File: src/hdl/bba_pkg.sv
// constants, types and codes shared by the block bitmap allocator files
package bba_pkg;

    localparam int MAP_BITS  = 4096;
    localparam int WORD_BITS = 32;
    localparam int MAP_WORDS = (MAP_BITS + WORD_BITS - 1) / WORD_BITS;

    localparam int WADDR_W = $clog2(MAP_WORDS);
    localparam int WOFF_W  = $clog2(WORD_BITS);
    localparam int BIT_W   = WADDR_W + WOFF_W;
    localparam int LIM_W   = $clog2(MAP_BITS + 1);

    localparam int BLK_W    = 16;
    localparam int ZONE_W   = 13;
    localparam int STATUS_W = 3;
    localparam int CFG_IDX_W = 2;
    localparam int CFG_DATA_W = 16;

    localparam logic [CFG_IDX_W-1:0] REG_DATA_BASE  = 2'd0;
    localparam logic [CFG_IDX_W-1:0] REG_ZONE_COUNT = 2'd1;

    localparam logic FUNC_ALLOC = 1'b0;
    localparam logic FUNC_FREE  = 1'b1;

    localparam logic [STATUS_W-1:0] ST_OK    = 3'd0;
    localparam logic [STATUS_W-1:0] ST_FULL  = 3'd1;
    localparam logic [STATUS_W-1:0] ST_BELOW = 3'd2;
    localparam logic [STATUS_W-1:0] ST_RANGE = 3'd3;
    localparam logic [STATUS_W-1:0] ST_FREE  = 3'd4;

    localparam logic [BLK_W-1:0]  DATA_BASE_RST  = 16'd1;
    localparam logic [ZONE_W-1:0] ZONE_COUNT_RST = 13'd4096;

    typedef struct packed {
        logic             func;
        logic [BLK_W-1:0] block_in;
    } req_t;

    typedef struct packed {
        logic [BLK_W-1:0]    block_out;
        logic [STATUS_W-1:0] status;
    } rsp_t;

endpackage

File: src/hdl/bba_ram.sv
// generic single-port-write, single-port-read ram with registered read data
module bba_ram #(
    parameter int WIDTH = 32,
    parameter int DEPTH = 128
) (
    input  logic                     clk,
    input  logic                     we,
    input  logic [$clog2(DEPTH)-1:0] waddr,
    input  logic [WIDTH-1:0]         wdata,
    input  logic [$clog2(DEPTH)-1:0] raddr,
    output logic [WIDTH-1:0]         rdata
);

    logic [WIDTH-1:0] mem [DEPTH];

    always_ff @(posedge clk)
    begin
        if (we)
        begin
            mem[waddr] <= wdata;
        end
        rdata <= mem[raddr];
    end

endmodule

File: src/hdl/block_bitmap_allocator_top.sv
// block bitmap allocator: first-fit allocate and checked free over a ram bitmap
//
//  channel | direction | handshake          | word
//  req     | in        | req_valid/req_stall | func, block_in
//  rsp     | out       | rsp_valid/rsp_stall | block_out, status
//  cfg     | in        | cfg_valid/cfg_ready | cfg_index, cfg_data
//
// allocate: accept, then scan the bitmap one word at a time (up to 128 words, one ram read each),
// then hand off; an empty zone goes straight from accept to hand off
// free: accept with read, check and write back, hand off; bounds errors go straight to hand off
// reset clears per-word valid bits, so a word never written reads as its reset value
// a finished word waits in the output register while the next request is taken
// hand off waits while the output register holds a stalled word
module block_bitmap_allocator_top (
    input  logic                              clk,
    input  logic                              rst_n,
    input  logic                              req_valid,
    output logic                              req_stall,
    input  bba_pkg::req_t                     req,
    output logic                              rsp_valid,
    input  logic                              rsp_stall,
    output bba_pkg::rsp_t                     rsp,
    input  logic                              cfg_valid,
    output logic                              cfg_ready,
    input  logic [bba_pkg::CFG_IDX_W-1:0]     cfg_index,
    input  logic [bba_pkg::CFG_DATA_W-1:0]    cfg_data
);

    import bba_pkg::*;

    typedef enum logic [1:0] {
        S_IDLE,
        S_SCAN,
        S_FCHK,
        S_DONE
    } state_t;

    state_t               state_reg, state_next;
    logic [BLK_W-1:0]     base_reg;
    logic [ZONE_W-1:0]    zone_reg;
    logic [WADDR_W-1:0]   rd_addr_reg;
    logic [WOFF_W-1:0]    off_reg, off_next;
    logic                 rvalid_reg;
    logic [MAP_WORDS-1:0] valid_reg;
    rsp_t                 res_reg, res_next;
    rsp_t                 rsp_reg;
    logic                 rsp_valid_reg;

    logic                 ram_we;
    logic [WADDR_W-1:0]   ram_waddr;
    logic [WORD_BITS-1:0] ram_wdata;
    logic [WADDR_W-1:0]   ram_raddr;
    logic [WORD_BITS-1:0] ram_rdata;

    logic [LIM_W-1:0]     lim;
    logic [LIM_W-1:0]     lim_m1;
    logic [WADDR_W-1:0]   last_word;
    logic [WOFF_W-1:0]    last_off;
    logic [WORD_BITS-1:0] word_cur;
    logic [WORD_BITS-1:0] avail;
    logic                 found;
    logic [WOFF_W-1:0]    found_off;
    logic [BIT_W:0]       free_bit;
    logic                 rsp_load;

    bba_ram #(
        .WIDTH (WORD_BITS),
        .DEPTH (MAP_WORDS)
    ) u_map (
        .clk   (clk),
        .we    (ram_we),
        .waddr (ram_waddr),
        .wdata (ram_wdata),
        .raddr (ram_raddr),
        .rdata (ram_rdata)
    );

    assign lim = (32'(zone_reg) < MAP_BITS) ? LIM_W'(zone_reg) : LIM_W'(MAP_BITS);
    assign lim_m1    = lim - LIM_W'(1);
    assign last_word = lim_m1[WOFF_W +: WADDR_W];
    assign last_off  = lim_m1[WOFF_W-1:0];

    // a word never written since reset reads as its reset value
    assign word_cur = rvalid_reg ? ram_rdata :
                      ((rd_addr_reg == '0) ? WORD_BITS'(1) : '0);

    always_comb
    begin
        for (int j = 0; j < WORD_BITS; j++)
        begin
            avail[j] = ~word_cur[j] &
                       ((rd_addr_reg != last_word) || (WOFF_W'(j) <= last_off));
        end
    end

    // lowest clear bit in the word that lies inside the zone
    always_comb
    begin
        found     = 1'b0;
        found_off = '0;
        for (int j = WORD_BITS - 1; j >= 0; j--)
        begin
            if (avail[j])
            begin
                found     = 1'b1;
                found_off = WOFF_W'(j);
            end
        end
    end

    assign free_bit = (BIT_W+1)'(req.block_in) - (BIT_W+1)'(base_reg) + (BIT_W+1)'(1);
    assign rsp_load = !rsp_valid_reg || !rsp_stall;

    always_comb
    begin
        state_next = state_reg;
        res_next   = res_reg;
        off_next   = off_reg;
        ram_we     = 1'b0;
        ram_waddr  = rd_addr_reg;
        ram_wdata  = word_cur;
        ram_raddr  = '0;
        case (state_reg)
            S_IDLE:
            begin
                if (req_valid)
                begin
                    res_next.block_out = '0;
                    res_next.status    = ST_OK;
                    if (req.func == FUNC_ALLOC)
                    begin
                        if (lim == '0)
                        begin
                            res_next.status = ST_FULL;
                            state_next      = S_DONE;
                        end
                        else
                        begin
                            state_next = S_SCAN;
                        end
                    end
                    else if (req.block_in < base_reg)
                    begin
                        res_next.status = ST_BELOW;
                        state_next      = S_DONE;
                    end
                    else if (req.block_in >= BLK_W'(zone_reg))
                    begin
                        res_next.status = ST_RANGE;
                        state_next      = S_DONE;
                    end
                    else if (free_bit >= (BIT_W+1)'(lim))
                    begin
                        res_next.status = ST_RANGE;
                        state_next      = S_DONE;
                    end
                    else
                    begin
                        ram_raddr  = free_bit[WOFF_W +: WADDR_W];
                        off_next   = free_bit[WOFF_W-1:0];
                        state_next = S_FCHK;
                    end
                end
            end
            S_SCAN:
            begin
                ram_raddr = rd_addr_reg + WADDR_W'(1);
                if (found)
                begin
                    ram_we             = 1'b1;
                    ram_wdata          = word_cur | (WORD_BITS'(1) << found_off);
                    res_next.block_out = base_reg + BLK_W'({rd_addr_reg, found_off})
                                         - BLK_W'(1);
                    res_next.status    = ST_OK;
                    state_next         = S_DONE;
                end
                else if (rd_addr_reg == last_word)
                begin
                    res_next.status = ST_FULL;
                    state_next      = S_DONE;
                end
            end
            S_FCHK:
            begin
                if (!word_cur[off_reg])
                begin
                    res_next.status = ST_FREE;
                end
                else
                begin
                    ram_we    = 1'b1;
                    ram_wdata = word_cur & ~(WORD_BITS'(1) << off_reg);
                end
                state_next = S_DONE;
            end
            S_DONE:
            begin
                if (rsp_load)
                begin
                    state_next = S_IDLE;
                end
            end
            default:
            begin
                state_next = S_IDLE;
            end
        endcase
    end

    always_ff @(posedge clk or negedge rst_n)
    begin
        if (!rst_n)
        begin
            state_reg     <= S_IDLE;
            base_reg      <= DATA_BASE_RST;
            zone_reg      <= ZONE_COUNT_RST;
            rd_addr_reg   <= '0;
            off_reg       <= '0;
            rvalid_reg    <= 1'b0;
            valid_reg     <= '0;
            res_reg       <= '0;
            rsp_reg       <= '0;
            rsp_valid_reg <= 1'b0;
        end
        else
        begin
            state_reg   <= state_next;
            rd_addr_reg <= ram_raddr;
            off_reg     <= off_next;
            res_reg     <= res_next;
            rvalid_reg  <= valid_reg[ram_raddr];
            if (ram_we)
            begin
                valid_reg[ram_waddr] <= 1'b1;
            end
            if (cfg_valid && cfg_ready)
            begin
                if (cfg_index == REG_DATA_BASE)
                begin
                    base_reg <= cfg_data[BLK_W-1:0];
                end
                else if (cfg_index == REG_ZONE_COUNT)
                begin
                    zone_reg <= cfg_data[ZONE_W-1:0];
                end
            end
            if (state_reg == S_DONE && rsp_load)
            begin
                rsp_reg       <= res_reg;
                rsp_valid_reg <= 1'b1;
            end
            else if (!rsp_stall)
            begin
                rsp_valid_reg <= 1'b0;
            end
        end
    end

    assign req_stall = (state_reg != S_IDLE);
    assign rsp_valid = rsp_valid_reg;
    assign rsp       = rsp_reg;
    assign cfg_ready = 1'b1;

endmodule

File: config.mk
export PLATFORM = sky130hd
export DESIGN_NAME = block_bitmap_allocator_top
export DESIGN_NICKNAME = d
export VERILOG_FILES = /design/src/hdl/bba_pkg.sv /design/src/hdl/bba_ram.sv /design/src/hdl/block_bitmap_allocator_top.sv
export SDC_FILE = /design/constraint.sdc
export NUM_CORES = 2
export LEC_CHECK = 0
export BUFFER_PORTS_ARGS = -buffer_cell sky130_fd_sc_hd__buf_2
export CELL_PAD_IN_SITES_DETAIL_PLACEMENT = 0
export CELL_PAD_IN_SITES_GLOBAL_PLACEMENT = 1
export CORE_AREA = 3 3 584 586
export CTS_CLUSTER_SIZE = 10
export DETAILED_ROUTE_END_ITERATION = 6
export DIE_AREA = 0 0 587 589
export PLACE_DENSITY = 0.74
export REMOVE_ABC_BUFFERS = 1
export SYNTH_ARGS = -nofsm -noshare
export SYNTH_HDL_FRONTEND = slang
export SYNTH_HIERARCHICAL = 1
export SYNTH_SLANG_ARGS = --single-unit
File: constraint.sdc
create_clock -name clk -period 10.7 [get_ports clk]
set_input_delay 1.605 -clock clk [delete_from_list [all_inputs] [get_ports clk]]
set_output_delay 1.605 -clock clk [all_outputs]
set_load 0.005 [all_outputs]
==> results by group <==
Power and ir drop
  • VDD IR max: approximately 0.36 mV
  • PwrDens: between 200 and 300 nW/µm²
  • Total power: approximately 50000 µW
  • Leakage: 0.0615 µW

Critical path
  • Worst Path Arrival: between 9 and 10 ns
  • CP bufs+invs: 8
  • CP required: 11.53 ns
  • Startpoint Class: primary input
  • Delay-heaviest family, CP: multiplexers
  • CP Class: in -> reg
  • CP max FO: 25
  • Most frequent CP cell: inv_1
  • Endpoint type of the worst setup path: register
  • Delay of the slowest critical-path stage: between 0.6 and 0.7 ns
  • Crit path max-delay cell type: mux4_2

Clocking
  • CTS Buf Count: 475
  • Clock Path Buffers: 4
  • Clk_lat worst skew: 1.00 ns
  • Post-CTS setup buffer count: 0
  • CTS Hold Buffers Added: 0
  • H-tree depth: 5
  • Clk sinks: 4339
  • Worst-path clk slew: approximately 0.060 ns
  • Post-CTS sizing: 0
  • CTS tree: yes
  • Root buf cell: clkbuf_16

Timing
  • Worst-Margin Slew: roughly 1.4 ns
  • Final setup fails: 0
  • RSZ-0062 raised after global routing: no
  • Fin. max-slew vios: 0
  • Final Skew: about 0.073 ns
  • Setup TNS: 0 ns
  • Final min period: 8.68 ns
  • Final period util: 0.811
  • F_max: roughly 0.12 GHz
  • Worst hold margin: between 0.4 and 0.5 ns
  • Relative slew slack: 0.0822
  • Hold violation count in the final report: 0

Logic synthesis
  • Post-synth EDFFs: 4096
  • Post-Synthesis Cell Area: about 170000 µm²
  • YS warnings: 6
  • Synth unique cells: 98
  • Mapped Cells: ~7.7k
  • Ys flop type: edfxtp_1
  • Mean post-synth cell area: ~22 µm²
  • Async SR Flop Fraction: 0.0486
  • Register area share after synthesis: 0.753
  • Register bit total from synthesis: 4339

Placed design
  • Detailed placement HPWL: 270000 µm
  • # port buffers: 60
  • Placer Congestion: 0.879
  • DP Cell Count: 12.2k

Run status
  • Failing checks: DRC
  • Status: finished with violations

Finish
  • Fin nets: roughly 8.3k
  • Final non-filler cell total: between 10k and 15k
  • Area grow syn2layout: 13.0%
  • Max reg flops: 4096
  • Layout cells sized above 1: 0.307
  • Commonest non-fill, non-tap cell in the layout: edfxtp_1
  • Most frequent cells in the layout: edfxtp_1, mux4_2, clkbuf_16

Global routing
  • Initial antenna violation count: 32
  • Global-route wire length before repair: 664000 µm
  • Overall Global Routing Usage: 0.271
  • Largest net degree at the start of global routing: between 100 and 150
  • GR Overflow Total: 0
  • Vias in the first global route: ~87k

Run
  • Max_cap viols: 0

Detailed routing
  • Remaining antenna violation count after routing: 0
  • Number of DRC markers in iteration 0: approximately 14k
  • Vias per cell: 6.64
  • DRT Pass-1 Iters: 7
  • Via count: 85.6k
  • Post-DR wirelength/cell: around 36 µm
  • Post-Route WL: 467000 µm
  • Number of remaining DRC errors: 1

Floorplanning
  • Core Area: around 340000 µm²
  • Effective utilization at floorplan: 0.509
  • IO Pins: 62
  • DIE WIDTH: approximately 600 µm
  • Die height: 589 µm
  • Num rows: around 210
  • Die area: 346000 µm²

Worst hold path
  • Hold Path Class: reg -> reg
==> metal layers <==
| metal | wire length (µm) | share of wire | global-route usage |
|---|---|---|---|
| met4 | 14500 | 0.031 | 0.0721 |
| met2 | 220000 | 0.47 | 0.423 |
| met1 | 175000 | 0.38 | 0.392 |
| met5 | 65 | 0.00014 | 0 |
| met3 | 56600 | 0.12 | 0.0593 |
==> area by class of cell <==
| class | instances | area (µm²) |
|---|---|---|
| antenna | 7 | 17.5 |
| timing repair buffer | 415 | 3690 |
| multi-input combinational | 2843 | 41700 |
| inverter | 108 | 437 |
| tap | 4515 | 5650 |
| clock inverter | 29 | 468 |
| clock buffer | 627 | 12500 |
| fill | 23800 | 143000 |
| sequential | 4339 | 129000 |
==> where the power goes <==
| group | switching, µW | internal (µW) | leakage (µW) |
|---|---|---|---|
| clock | 6190 | 8070 | 0.00629 |
| combinational | 8830 | 4580 | 0.0146 |
| sequential | 379 | 22400 | 0.0406 |
==> worst paths after layout <==
kind                          startpoint              end  slack, ns  cells past startpoint
max in group asynchronous          rst_n    valid_reg[50]       7.83                      3
min in group asynchronous          rst_n     base_reg[15]       0.65                      1
hold / removal             valid_reg[68]    valid_reg[68]       0.45                      1
setup / recovery                  req[1]  u_map/rdata[31]       2.02                     27
hold reg to reg            valid_reg[68]    valid_reg[68]       0.45                      1
setup reg to reg            zone_reg[12]      res_reg[18]       2.07                     30
==> synth_stat cells (9+ instances only) <==
library cell,instances,area [µm²]
a2111oi_0,9,78.8
a21o_1,140,1050
edfxtp_1,4096,123000
mux2i_1,29,290
ha_1,91,1140
o21ai_0,93,465
xnor2_1,22,193
a21oi_1,91,455
a21boi_0,9,67.6
clkbuf_1,238,893
a31oi_1,17,106
nand2_1,235,882
mux2_2,70,788
buf_1,60,225
and2_1,15,93.8
nor3_1,43,215
buf_2,96,480
or3_1,10,62.6
nand2b_1,22,138
inv_1,105,394
o211ai_1,11,82.6
dfxtp_1,32,641
and3_1,23,144
nand4_1,18,113
xor2_1,10,87.6
a32oi_1,12,105
nor2_1,189,709
o31ai_1,15,113
dfrtp_1,209,5230
mux4_2,1349,30400
a22oi_1,16,120
o22ai_1,19,119
nand3_1,77,385
nor2b_1,28,175
a211oi_1,11,82.6
==> per-stage QoR <==
stage | cell area, µm² | worst slack, ns | utilization
final | 193000 | 2.02 | 0.575
after global routing | 193000 | 1.29 | 0.575
after CTS | 193000 | 2.07 | 0.575
after detailed placement | 180000 | 1.06 | 0.536
after global placement | 180000 | 0.603 | 0.536
after floorplan | 170000 | -40.18 | -
==> cell families (layout without fill, tap and decap cells) <==
family | Yosys count | after routing | synth area share
xor+xnor | 32 | 32 | 0.00164
buf+inv | 511 | 1179 | 0.0122
flops | 4339 | 4339 | 0.753
other cells | 1 | 8 | 0.0000219
compound gates | 552 | 552 | 0.0224
mux | 1452 | 1452 | 0.184
simple gates | 708 | 708 | 0.0195
fa+ha+maj | 98 | 98 | 0.00747
No activity file was read; power rests on OpenSTA's default activity.
